===== src/rtl/plp_pkg.sv =====
// Shared types and constants for the polyline path length unit.
package plp_pkg;

    localparam int POS_WIDTH_DEF  = 24;
    localparam int COST_WIDTH_DEF = 40;

    // Number of coordinate axes squared per step.
    localparam int NUM_AXES = 3;

    // Segment point count codes (saturating).
    localparam logic [1:0] CNT_NONE = 2'd0;
    localparam logic [1:0] CNT_ONE  = 2'd1;
    localparam logic [1:0] CNT_MANY = 2'd2;

    typedef enum logic [2:0] {
        ST_IDLE,
        ST_SQUARE,
        ST_ROOT,
        ST_ACCUM,
        ST_EMIT
    } t_state;

    typedef struct packed {
        logic       load;
        logic       mul_en;
        logic [1:0] mul_sel;
        logic       add_en;
        logic       root_step;
        logic       accum;
        logic       emit;
    } t_dp_cmd;

    typedef struct packed {
        logic need_dist;
        logic in_last;
        logic last_held;
        logic out_free;
    } t_dp_status;

endpackage


===== src/rtl/plp_ctrl.sv =====
// Sequencing state machine for the polyline path length unit.
module plp_ctrl #(
    parameter int ROOT_STEPS = plp_pkg::POS_WIDTH_DEF + 1
) (
    input  logic                i_clk,
    input  logic                i_rst_n,
    input  logic                i_in_valid,
    output logic                o_in_ready,
    input  plp_pkg::t_dp_status i_status,
    output plp_pkg::t_dp_cmd    o_cmd
);
    import plp_pkg::*;

    localparam int CNTW = $clog2(ROOT_STEPS);

    t_state            r_state, n_state;
    logic [CNTW-1:0]   r_cnt, n_cnt;

    always_ff @(posedge i_clk) begin
        if (!i_rst_n) begin
            r_state <= ST_IDLE;
            r_cnt   <= '0;
        end else begin
            r_state <= n_state;
            r_cnt   <= n_cnt;
        end
    end

    always_comb begin
        n_state    = r_state;
        n_cnt      = r_cnt;
        o_cmd      = '0;
        o_in_ready = 1'b0;
        unique case (r_state)
            ST_IDLE: begin
                o_in_ready = 1'b1;
                if (i_in_valid) begin
                    o_cmd.load = 1'b1;
                    n_cnt      = '0;
                    if (i_status.need_dist) begin
                        n_state = ST_SQUARE;
                    end else if (i_status.in_last) begin
                        n_state = ST_EMIT;
                    end
                end
            end
            ST_SQUARE: begin
                // Multiply axis k while adding the product of axis k-1.
                o_cmd.mul_en  = (r_cnt != CNTW'(NUM_AXES));
                o_cmd.mul_sel = r_cnt[1:0];
                o_cmd.add_en  = (r_cnt != '0);
                if (r_cnt == CNTW'(NUM_AXES)) begin
                    n_state = ST_ROOT;
                    n_cnt   = '0;
                end else begin
                    n_cnt = r_cnt + 1'b1;
                end
            end
            ST_ROOT: begin
                o_cmd.root_step = 1'b1;
                if (r_cnt == CNTW'(ROOT_STEPS - 1)) begin
                    n_state = ST_ACCUM;
                    n_cnt   = '0;
                end else begin
                    n_cnt = r_cnt + 1'b1;
                end
            end
            ST_ACCUM: begin
                o_cmd.accum = 1'b1;
                n_state     = i_status.last_held ? ST_EMIT : ST_IDLE;
            end
            ST_EMIT: begin
                if (i_status.out_free) begin
                    o_cmd.emit = 1'b1;
                    n_state    = ST_IDLE;
                end
            end
            default: begin
                n_state = ST_IDLE;
            end
        endcase
    end

endmodule


===== src/rtl/plp_datapath.sv =====
// Datapath: point registers, squared distance, bit-serial root, length and result.
module plp_datapath #(
    parameter int POS_WIDTH  = plp_pkg::POS_WIDTH_DEF,
    parameter int COST_WIDTH = plp_pkg::COST_WIDTH_DEF
) (
    input  logic                        i_clk,
    input  logic                        i_rst_n,
    input  logic                        i_cfg_valid,
    input  logic                        i_cfg_data,
    input  logic signed [POS_WIDTH-1:0] i_pos_x,
    input  logic signed [POS_WIDTH-1:0] i_pos_y,
    input  logic signed [POS_WIDTH-1:0] i_pos_z,
    input  logic                        i_first_point,
    input  logic                        i_end_point,
    input  logic                        i_has_parent,
    input  logic [COST_WIDTH-1:0]       i_parent_cost,
    input  plp_pkg::t_dp_cmd            i_cmd,
    output plp_pkg::t_dp_status         o_status,
    output logic                        o_out_valid,
    input  logic                        i_out_ready,
    output logic [COST_WIDTH-1:0]       o_path_cost,
    output logic                        o_cost_valid
);
    import plp_pkg::*;

    localparam int PW   = POS_WIDTH;
    localparam int CW   = COST_WIDTH;
    localparam int SW   = 2 * PW + 2;              // sum of three squares
    localparam int RW   = PW + 1;                  // root width
    localparam int REMW = RW + 3;                  // root remainder
    localparam int AW   = ((CW > RW) ? CW : RW) + 1;
    localparam logic [CW-1:0] CMAX = {CW{1'b1}};

    // Control and segment state
    logic            r_accumulate;
    logic [1:0]      r_count;
    logic            r_last;
    logic            r_out_valid;
    // Payload
    logic [PW-1:0]   r_prev_x, r_prev_y, r_prev_z;
    logic [PW-1:0]   r_dx, r_dy, r_dz;
    logic [2*PW-1:0] r_prod;
    logic [SW-1:0]   r_sum;
    logic [REMW-1:0] r_rem;
    logic [RW-1:0]   r_root;
    logic [CW-1:0]   r_running;
    logic            r_has_parent;
    logic [CW-1:0]   r_parent_cost;
    logic [CW-1:0]   r_path_cost;
    logic            r_cost_valid;

    logic            w_need_dist;
    logic [PW:0]     w_dx, w_dy, w_dz;
    logic [PW-1:0]   w_mul_in;
    logic [2*PW-1:0] w_prod;
    logic [REMW-1:0] w_rem_sh, w_trial;
    logic [AW-1:0]   w_len_sum;
    logic [CW-1:0]   w_len_sat;
    logic [CW:0]     w_par_sum;
    logic [CW-1:0]   w_par_sat;
    logic            w_count_many;

    assign w_need_dist  = !i_first_point && (r_count != CNT_NONE);
    assign w_count_many = (r_count == CNT_MANY);

    assign o_status.need_dist = w_need_dist;
    assign o_status.in_last   = i_end_point;
    assign o_status.last_held = r_last;
    assign o_status.out_free  = !r_out_valid || i_out_ready;

    // Signed differences, one bit wider than a coordinate.
    assign w_dx = {i_pos_x[PW-1], i_pos_x} - {r_prev_x[PW-1], r_prev_x};
    assign w_dy = {i_pos_y[PW-1], i_pos_y} - {r_prev_y[PW-1], r_prev_y};
    assign w_dz = {i_pos_z[PW-1], i_pos_z} - {r_prev_z[PW-1], r_prev_z};

    function automatic logic [PW-1:0] abs_diff(input logic [PW:0] d);
        logic [PW:0] m;
        m = d[PW] ? (~d + 1'b1) : d;
        return m[PW-1:0];
    endfunction

    always_comb begin
        unique case (i_cmd.mul_sel)
            2'd0:    w_mul_in = r_dx;
            2'd1:    w_mul_in = r_dy;
            default: w_mul_in = r_dz;
        endcase
    end
    assign w_prod = {{PW{1'b0}}, w_mul_in} * {{PW{1'b0}}, w_mul_in};

    // One radicand digit pair per step.
    assign w_rem_sh = {r_rem[REMW-3:0], r_sum[SW-1:SW-2]};
    assign w_trial  = REMW'({r_root, 2'b01});

    assign w_len_sum = AW'(r_running) + AW'(r_root);
    assign w_len_sat = (w_len_sum > AW'(CMAX)) ? CMAX : w_len_sum[CW-1:0];
    assign w_par_sum = {1'b0, r_running} + {1'b0, r_parent_cost};
    assign w_par_sat = w_par_sum[CW] ? CMAX : w_par_sum[CW-1:0];

    // Control state
    always_ff @(posedge i_clk) begin
        if (!i_rst_n) begin
            r_accumulate <= 1'b0;
            r_count      <= CNT_NONE;
            r_last       <= 1'b0;
            r_out_valid  <= 1'b0;
            r_prev_x     <= '0;
            r_prev_y     <= '0;
            r_prev_z     <= '0;
            r_running    <= '0;
        end else begin
            if (i_cfg_valid) begin
                r_accumulate <= i_cfg_data;
            end
            if (i_cmd.load) begin
                r_last   <= i_end_point;
                r_prev_x <= i_pos_x;
                r_prev_y <= i_pos_y;
                r_prev_z <= i_pos_z;
                if (!w_need_dist) begin
                    r_running <= '0;
                    r_count   <= CNT_ONE;
                end
            end
            if (i_cmd.accum) begin
                r_running <= w_len_sat;
                r_count   <= CNT_MANY;
            end
            if (i_cmd.emit) begin
                r_running   <= '0;
                r_count     <= CNT_NONE;
                r_out_valid <= 1'b1;
            end else if (i_out_ready) begin
                r_out_valid <= 1'b0;
            end
        end
    end

    // Payload
    always_ff @(posedge i_clk) begin
        if (i_cmd.load) begin
            r_dx          <= abs_diff(w_dx);
            r_dy          <= abs_diff(w_dy);
            r_dz          <= abs_diff(w_dz);
            r_sum         <= '0;
            r_rem         <= '0;
            r_root        <= '0;
            r_has_parent  <= i_has_parent;
            r_parent_cost <= i_parent_cost;
        end else if (i_cmd.root_step) begin
            r_sum <= {r_sum[SW-3:0], 2'b00};
            if (w_rem_sh >= w_trial) begin
                r_rem  <= w_rem_sh - w_trial;
                r_root <= {r_root[RW-2:0], 1'b1};
            end else begin
                r_rem  <= w_rem_sh;
                r_root <= {r_root[RW-2:0], 1'b0};
            end
        end else if (i_cmd.add_en) begin
            r_sum <= r_sum + SW'(r_prod);
        end
        if (i_cmd.mul_en) begin
            r_prod <= w_prod;
        end
        if (i_cmd.emit) begin
            r_cost_valid <= w_count_many;
            if (!w_count_many) begin
                r_path_cost <= '0;
            end else if (r_accumulate && r_has_parent) begin
                r_path_cost <= w_par_sat;
            end else begin
                r_path_cost <= r_running;
            end
        end
    end

    assign o_out_valid  = r_out_valid;
    assign o_path_cost  = r_path_cost;
    assign o_cost_valid = r_cost_valid;

    // Point count saturates at two.
    a_count_range: assert property (@(posedge i_clk) disable iff (!i_rst_n)
        r_count != 2'd3)
        else $error("point count out of range");

    // A result clears the segment.
    a_emit_clears: assert property (@(posedge i_clk) disable iff (!i_rst_n)
        i_cmd.emit |=> (r_count == CNT_NONE) && (r_running == '0) && r_out_valid)
        else $error("segment not cleared after result");

    // A short-segment result carries zero cost.
    a_short_zero: assert property (@(posedge i_clk) disable iff (!i_rst_n)
        (r_out_valid && !r_cost_valid) |-> (r_path_cost == '0))
        else $error("short segment with nonzero cost");

    // A new result is only loaded when the output register can take it.
    a_no_overwrite: assert property (@(posedge i_clk) disable iff (!i_rst_n)
        i_cmd.emit |-> (!r_out_valid || i_out_ready))
        else $error("result overwritten");

endmodule


===== src/rtl/polyline_path_length_unit.sv =====
// Polyline path length unit: top level joining controller and datapath.
//
// Takes one 3D point per transaction and sums the truncated integer square
// root of each step's squared Euclidean distance into a saturating segment
// length. The point flagged end_point yields one result transaction:
// path_cost (plus parent_cost when accumulate_parent is set and has_parent is
// high, saturating) and cost_valid, which is low with zero cost for a segment
// of fewer than two points. A point that arrives with no segment open starts
// one. A point that opens a segment needs only the idle state (and the emit
// state if it also closes it); any other point passes the square, root and
// accumulate states, then the emit state if it is the last, and no point is
// taken meanwhile. The square root resolves one root bit per cycle over the
// (2*POS_WIDTH + 2)-bit radicand, and one shared multiplier squares the three
// axis differences in turn. A finished result sits in an output register, so
// the next point is taken while the result waits. The config channel is
// always ready and must be written only while the unit is idle.
module polyline_path_length_unit #(
    parameter int POS_WIDTH  = plp_pkg::POS_WIDTH_DEF,
    parameter int COST_WIDTH = plp_pkg::COST_WIDTH_DEF
) (
    input  logic                        i_clk,
    input  logic                        i_rst_n,
    // configuration write channel
    input  logic                        i_cfg_valid,
    output logic                        o_cfg_ready,
    input  logic                        i_cfg_accumulate_parent,
    // point channel
    input  logic                        i_in_valid,
    output logic                        o_in_ready,
    input  logic signed [POS_WIDTH-1:0] i_pos_x,
    input  logic signed [POS_WIDTH-1:0] i_pos_y,
    input  logic signed [POS_WIDTH-1:0] i_pos_z,
    input  logic                        i_first_point,
    input  logic                        i_end_point,
    input  logic                        i_has_parent,
    input  logic [COST_WIDTH-1:0]       i_parent_cost,
    // result channel
    output logic                        o_out_valid,
    input  logic                        i_out_ready,
    output logic [COST_WIDTH-1:0]       o_path_cost,
    output logic                        o_cost_valid
);
    import plp_pkg::*;

    t_dp_cmd    w_cmd;
    t_dp_status w_status;

    assign o_cfg_ready = 1'b1;

    // Sequencer: accept, square three axes, root, accumulate, emit.
    plp_ctrl #(
        .ROOT_STEPS (POS_WIDTH + 1)
    ) u_ctrl (
        .i_clk      (i_clk),
        .i_rst_n    (i_rst_n),
        .i_in_valid (i_in_valid),
        .o_in_ready (o_in_ready),
        .i_status   (w_status),
        .o_cmd      (w_cmd)
    );

    plp_datapath #(
        .POS_WIDTH  (POS_WIDTH),
        .COST_WIDTH (COST_WIDTH)
    ) u_datapath (
        .i_clk         (i_clk),
        .i_rst_n       (i_rst_n),
        .i_cfg_valid   (i_cfg_valid),
        .i_cfg_data    (i_cfg_accumulate_parent),
        .i_pos_x       (i_pos_x),
        .i_pos_y       (i_pos_y),
        .i_pos_z       (i_pos_z),
        .i_first_point (i_first_point),
        .i_end_point   (i_end_point),
        .i_has_parent  (i_has_parent),
        .i_parent_cost (i_parent_cost),
        .i_cmd         (w_cmd),
        .o_status      (w_status),
        .o_out_valid   (o_out_valid),
        .i_out_ready   (i_out_ready),
        .o_path_cost   (o_path_cost),
        .o_cost_valid  (o_cost_valid)
    );

endmodule

===== config.mk =====
export PLATFORM = sky130hd
export DESIGN_NAME = polyline_path_length_unit
export DESIGN_NICKNAME = d
export VERILOG_FILES = /design/src/rtl/plp_pkg.sv /design/src/rtl/plp_ctrl.sv /design/src/rtl/plp_datapath.sv /design/src/rtl/polyline_path_length_unit.sv
export SDC_FILE = /design/constraint.sdc
export NUM_CORES = 2
export LEC_CHECK = 0
export BUFFER_PORTS_ARGS = -buffer_cell sky130_fd_sc_hd__buf_2
export CELL_PAD_IN_SITES_DETAIL_PLACEMENT = 1
export CELL_PAD_IN_SITES_GLOBAL_PLACEMENT = 1
export CORE_AREA = 2 2 317 319
export DETAILED_ROUTE_END_ITERATION = 6
export DIE_AREA = 0 0 319 321
export PLACE_DENSITY = 0.82
export SETUP_SLACK_MARGIN = 0.05
export SKIP_LAST_GASP = 1
export SYNTH_ARGS = -nofsm -noshare
export SYNTH_HDL_FRONTEND = slang
export SYNTH_SLANG_ARGS = --single-unit
export TNS_END_PERCENT = 20

===== constraint.sdc =====
create_clock -name i_clk -period 19.4 [get_ports i_clk]
set_input_delay 1.94 -clock i_clk [delete_from_list [all_inputs] [get_ports i_clk]]
set_output_delay 1.94 -clock i_clk [all_outputs]
set_load 0.01 [all_outputs]

==> metrics.md <==
| Metric | Value |
|---|---|
| Most frequent cells in the layout | `inv_1 (782), nand2_1 (514), fa_1 (432)` |
| Slowest-stage cell, CP | `a221oi_1` |
| RSZ-0062 raised after global routing | `no` |
| Post-Synth Adder-Cell Area | `a little under a third` |
| Commonest non-fill, non-tap cell in the layout | `inv_1` |
| Drt pass-1 iters | `5` |
| CP Launch Type | `flip-flop` |
| I/O pin count | `roughly 170` |
| Overall Global Routing Usage | `between 20% and 30%` |
| Vias per std cell | `about 5.7` |
| Maximum root-to-sink buffer count | `3` |
| Synth area leader | `fa_1` |
| Fill count | `11.7k` |
| Post-CTS Hold Buffers | `0` |
| Hpwl dp | `around 100 mm` |
| Period minus WS final | `roughly 11 ns` |
| Dominant cells by area after synthesis | `fa_1 (20%), edfxtp_1 (14%), ha_1 (11%)` |
| Setup TNS | `0 ns` |
| Wire per inst | `roughly 21 um` |
| Avg Inst Size Synth | `about 8.8 um2` |
| Sequential cell area | `~11,000 um2` |
| Clock Latency Late Sink | `about 0.65 ns` |
| Fraction of layout cells with a size suffix above 1 | `under 10%` |
| Crit path kind | `reg -> reg` |
| Top FF cell, synth | `dfxtp_1` |
| CP required | `19.77 ns` |
| First-pass GRT wire length | `about 220 mm` |
| Final Max Tran Viols | `0` |
| Final wirelength | `around 130 mm` |
| Met1 Usage GRT | `between 30% and 40%` |
| Multi-input logic area | `~30,000 um2` |
| Antenna violations before repair | `4` |
| CP most frequent cell | `fa_1` |
| Largest net degree at the start of global routing | `107` |
| Post-DRT Antenna Nets | `0` |
| CP endpoint kind | `flip-flop` |
| Sequential share of the synthesized area | `23.8%` |
| Vias in the first global route | `40.1k` |
| CP Max Fanout | `35` |
| Met2 usage | `46.3%` |
| ANT cells | `0` |
| Post-cts sizing count | `0` |
| Clock transition at path regs | `about 0.06 ns` |
| TritonCTS Sinks | `between 400 and 500` |
| Via Count | `approximately 37k` |
| Crit path arrival time | `11.38 ns` |
| Drt first-iter violations | `2,039` |
| FMAX | `a little over 0.09 GHz` |
| Share of the synthesized area in the top cell type | `~20%` |
| Gr ovfl total | `0` |
| CP peak stage delay | `about 0.90 ns` |
| Xor/xnor share of the synthesized area | `under 10%` |
| Worst slew margin | `a little under a fifth` |
| Largest family of logic cells by synthesized area | `adder cells` |
| CTS Buf Count | `53` |
| Hold WC Path Type | `reg -> reg` |
| Mapped Cells | `between 5k and 6k` |
| Die width | `319 um` |
| Root buf cell | `clkbuf_16` |
| TritonCTS clock tree | `done` |
| GRT busiest layer | `met2` |
| Core area | `approximately 100,000 um2` |
| Period utilization | `56.7%` |
| Die area | `102,000 um2` |
| Initial core utilization | `between 40 and 50%` |
| GR Util met3 | `between 3 and 4%` |
| Ys async rst share | `0%` |
| Syn Nets | `around 6.0k` |
| Yosys cell types | `between 80 and 90` |
| Final Hold Violating Endpoints | `0` |
| Max Clock Skew | `between 0.03 and 0.04 ns` |
| Die Ht | `321 um` |
| Htree depth | `2` |
| Post-synthesis simple-gate area fraction | `~13%` |
| Worst-Margin Slew | `between 1 and 1.5 ns` |
| Setup Buffers After CTS | `0` |
| Mux contribution to synthesized area | `less than 1%` |
| IO buf count | `163` |
| Area Overhead vs Synth | `8.85%` |
| Ys Warns | `0` |
| Max Cap Viol | `0` |
| Setup Viol. Count Final | `0` |
| Final nets | `around 6.1k` |
| FF-to-FF setup slack | `8.40 ns` |
| Compound-Gate Fraction of Synth Area | `between 10% and 20%` |
| Gpl congestion | `approximately 0.91` |
| Row count | `between 100 and 150` |
| FF+latch count, synth | `between 400 and 500` |
| # DRC | `0` |
| Status | `finished clean` |
| Post-synth EDFFs | `201` |
| Mapped cell area | `44,300 um2` |
==> final timing paths <==
path | from | to | depth (start not counted)
worst min register to register | u_datapath.r_prev_z[13]$_SDFFE_PN0P_ | u_datapath.r_prev_z[13]$_SDFFE_PN0P_ | 2
worst max register to register | u_ctrl.r_state[2]$_SDFFE_PN0P_ | u_datapath.r_prod[44]$_DFFE_PP_ | 30
worst max-delay path | u_ctrl.r_state[2]$_SDFFE_PN0P_ | u_datapath.r_prod[44]$_DFFE_PP_ | 30
worst min-delay path | u_datapath.r_prev_z[13]$_SDFFE_PN0P_ | u_datapath.r_prev_z[13]$_SDFFE_PN0P_ | 2
==> sequential cells by signal, indices dropped and copies added (netlist names) <==
name                      count
u_datapath.o_cost_valid       1
u_datapath.r_accumulate       1
u_ctrl.r_cnt                  5
u_datapath.r_dy              24
u_datapath.o_out_valid        1
u_datapath.r_rem             26
u_datapath.r_prod            47
u_datapath.r_has_parent       1
u_datapath.o_path_cost       40
u_datapath.r_prev_y          24
u_ctrl.r_state                3
u_datapath.r_prev_x          24
u_datapath.r_last             1
u_datapath.r_dz              24
u_datapath.r_sum             50
u_datapath.r_count            2
u_datapath.r_prev_z          24
u_datapath.r_running         40
u_datapath.r_root            25
u_datapath.r_parent_cost     40
u_datapath.r_dx              24
==> final cells by class <==
type / count / share of cell area (%)
Multi-Input combinational cell: 3652 / 62.6
Sequential cell: 427 / 21.9
Inverter: 794 / 6.19
Tap cell: 1298 / 3.36
Clock buffer: 67 / 3.02
Timing Repair Buffer: 197 / 2.22
Clock inverter: 32 / 0.747
==> worst max-delay path: cells and delay by family (launching register included) <==
family                   cells  cell delay (ns)
AND/OR/NAND/NOR              5             1.69
XOR/XNOR                     1             0.10
AO/OA/AOI/OAI                9             3.22
buffers and inverters        7             1.34
flip-flops                   1             0.50
adder cells (fa/ha/maj)      8             3.85
==> synth_stat cells, types with 43 or more instances <==
| library cell | count |
|---|---|
| o21bai_1 | 43 |
| o21a_1 | 46 |
| a21boi_0 | 81 |
| o21ai_0 | 204 |
| xnor2_1 | 182 |
| a21o_1 | 143 |
| xor2_1 | 100 |
| nor3_1 | 55 |
| and3_1 | 60 |
| inv_1 | 784 |
| nand3_1 | 66 |
| fa_1 | 432 |
| a31oi_1 | 45 |
| dfxtp_1 | 226 |
| nand2_1 | 515 |
| a21oi_1 | 399 |
| nor2_1 | 357 |
| a22oi_1 | 50 |
| clkbuf_1 | 173 |
| ha_1 | 387 |
| edfxtp_1 | 201 |
==> kinds of logic (layout without fill, tap and decap cells) <==
| logic type | Yosys count | in the layout |
|---|---|---|
| compound gates | 1266 | 1266 |
| xor+xnor | 284 | 284 |
| fa+ha+maj | 819 | 819 |
| buf+inv | 983 | 1090 |
| flops | 427 | 427 |
| mux | 32 | 32 |
| other cells | 1 | 1 |
| simple gates | 1250 | 1250 |
==> metrics by stage <==
step / hold slack, ns / worst slack, ns / utilization (%) / cell area, um2 / cells
after floorplan: 0.440 / 10.25 / - / 44300 / 5062
after global placement: 0.452 / 9.08 / 46.8 / 46400 / 6368
after detailed placement: 0.459 / 8.66 / 46.8 / 46400 / 6368
after CTS: 0.467 / 8.54 / 48.6 / 48300 / 6467
after global routing: 0.485 / 8.05 / 48.6 / 48300 / 6467
final: 0.463 / 8.40 / 48.6 / 48300 / 6467
==> layer usage <==
layer	routed length, um	share of wire [%]
met1	55600	42
met2	66400	50
met3	6260	4.7
met4	5550	4.2
met5	27	0.020
Power is not shown: default switching activity piles up to over one toggle a cycle in this logic, so the estimate is an artifact.
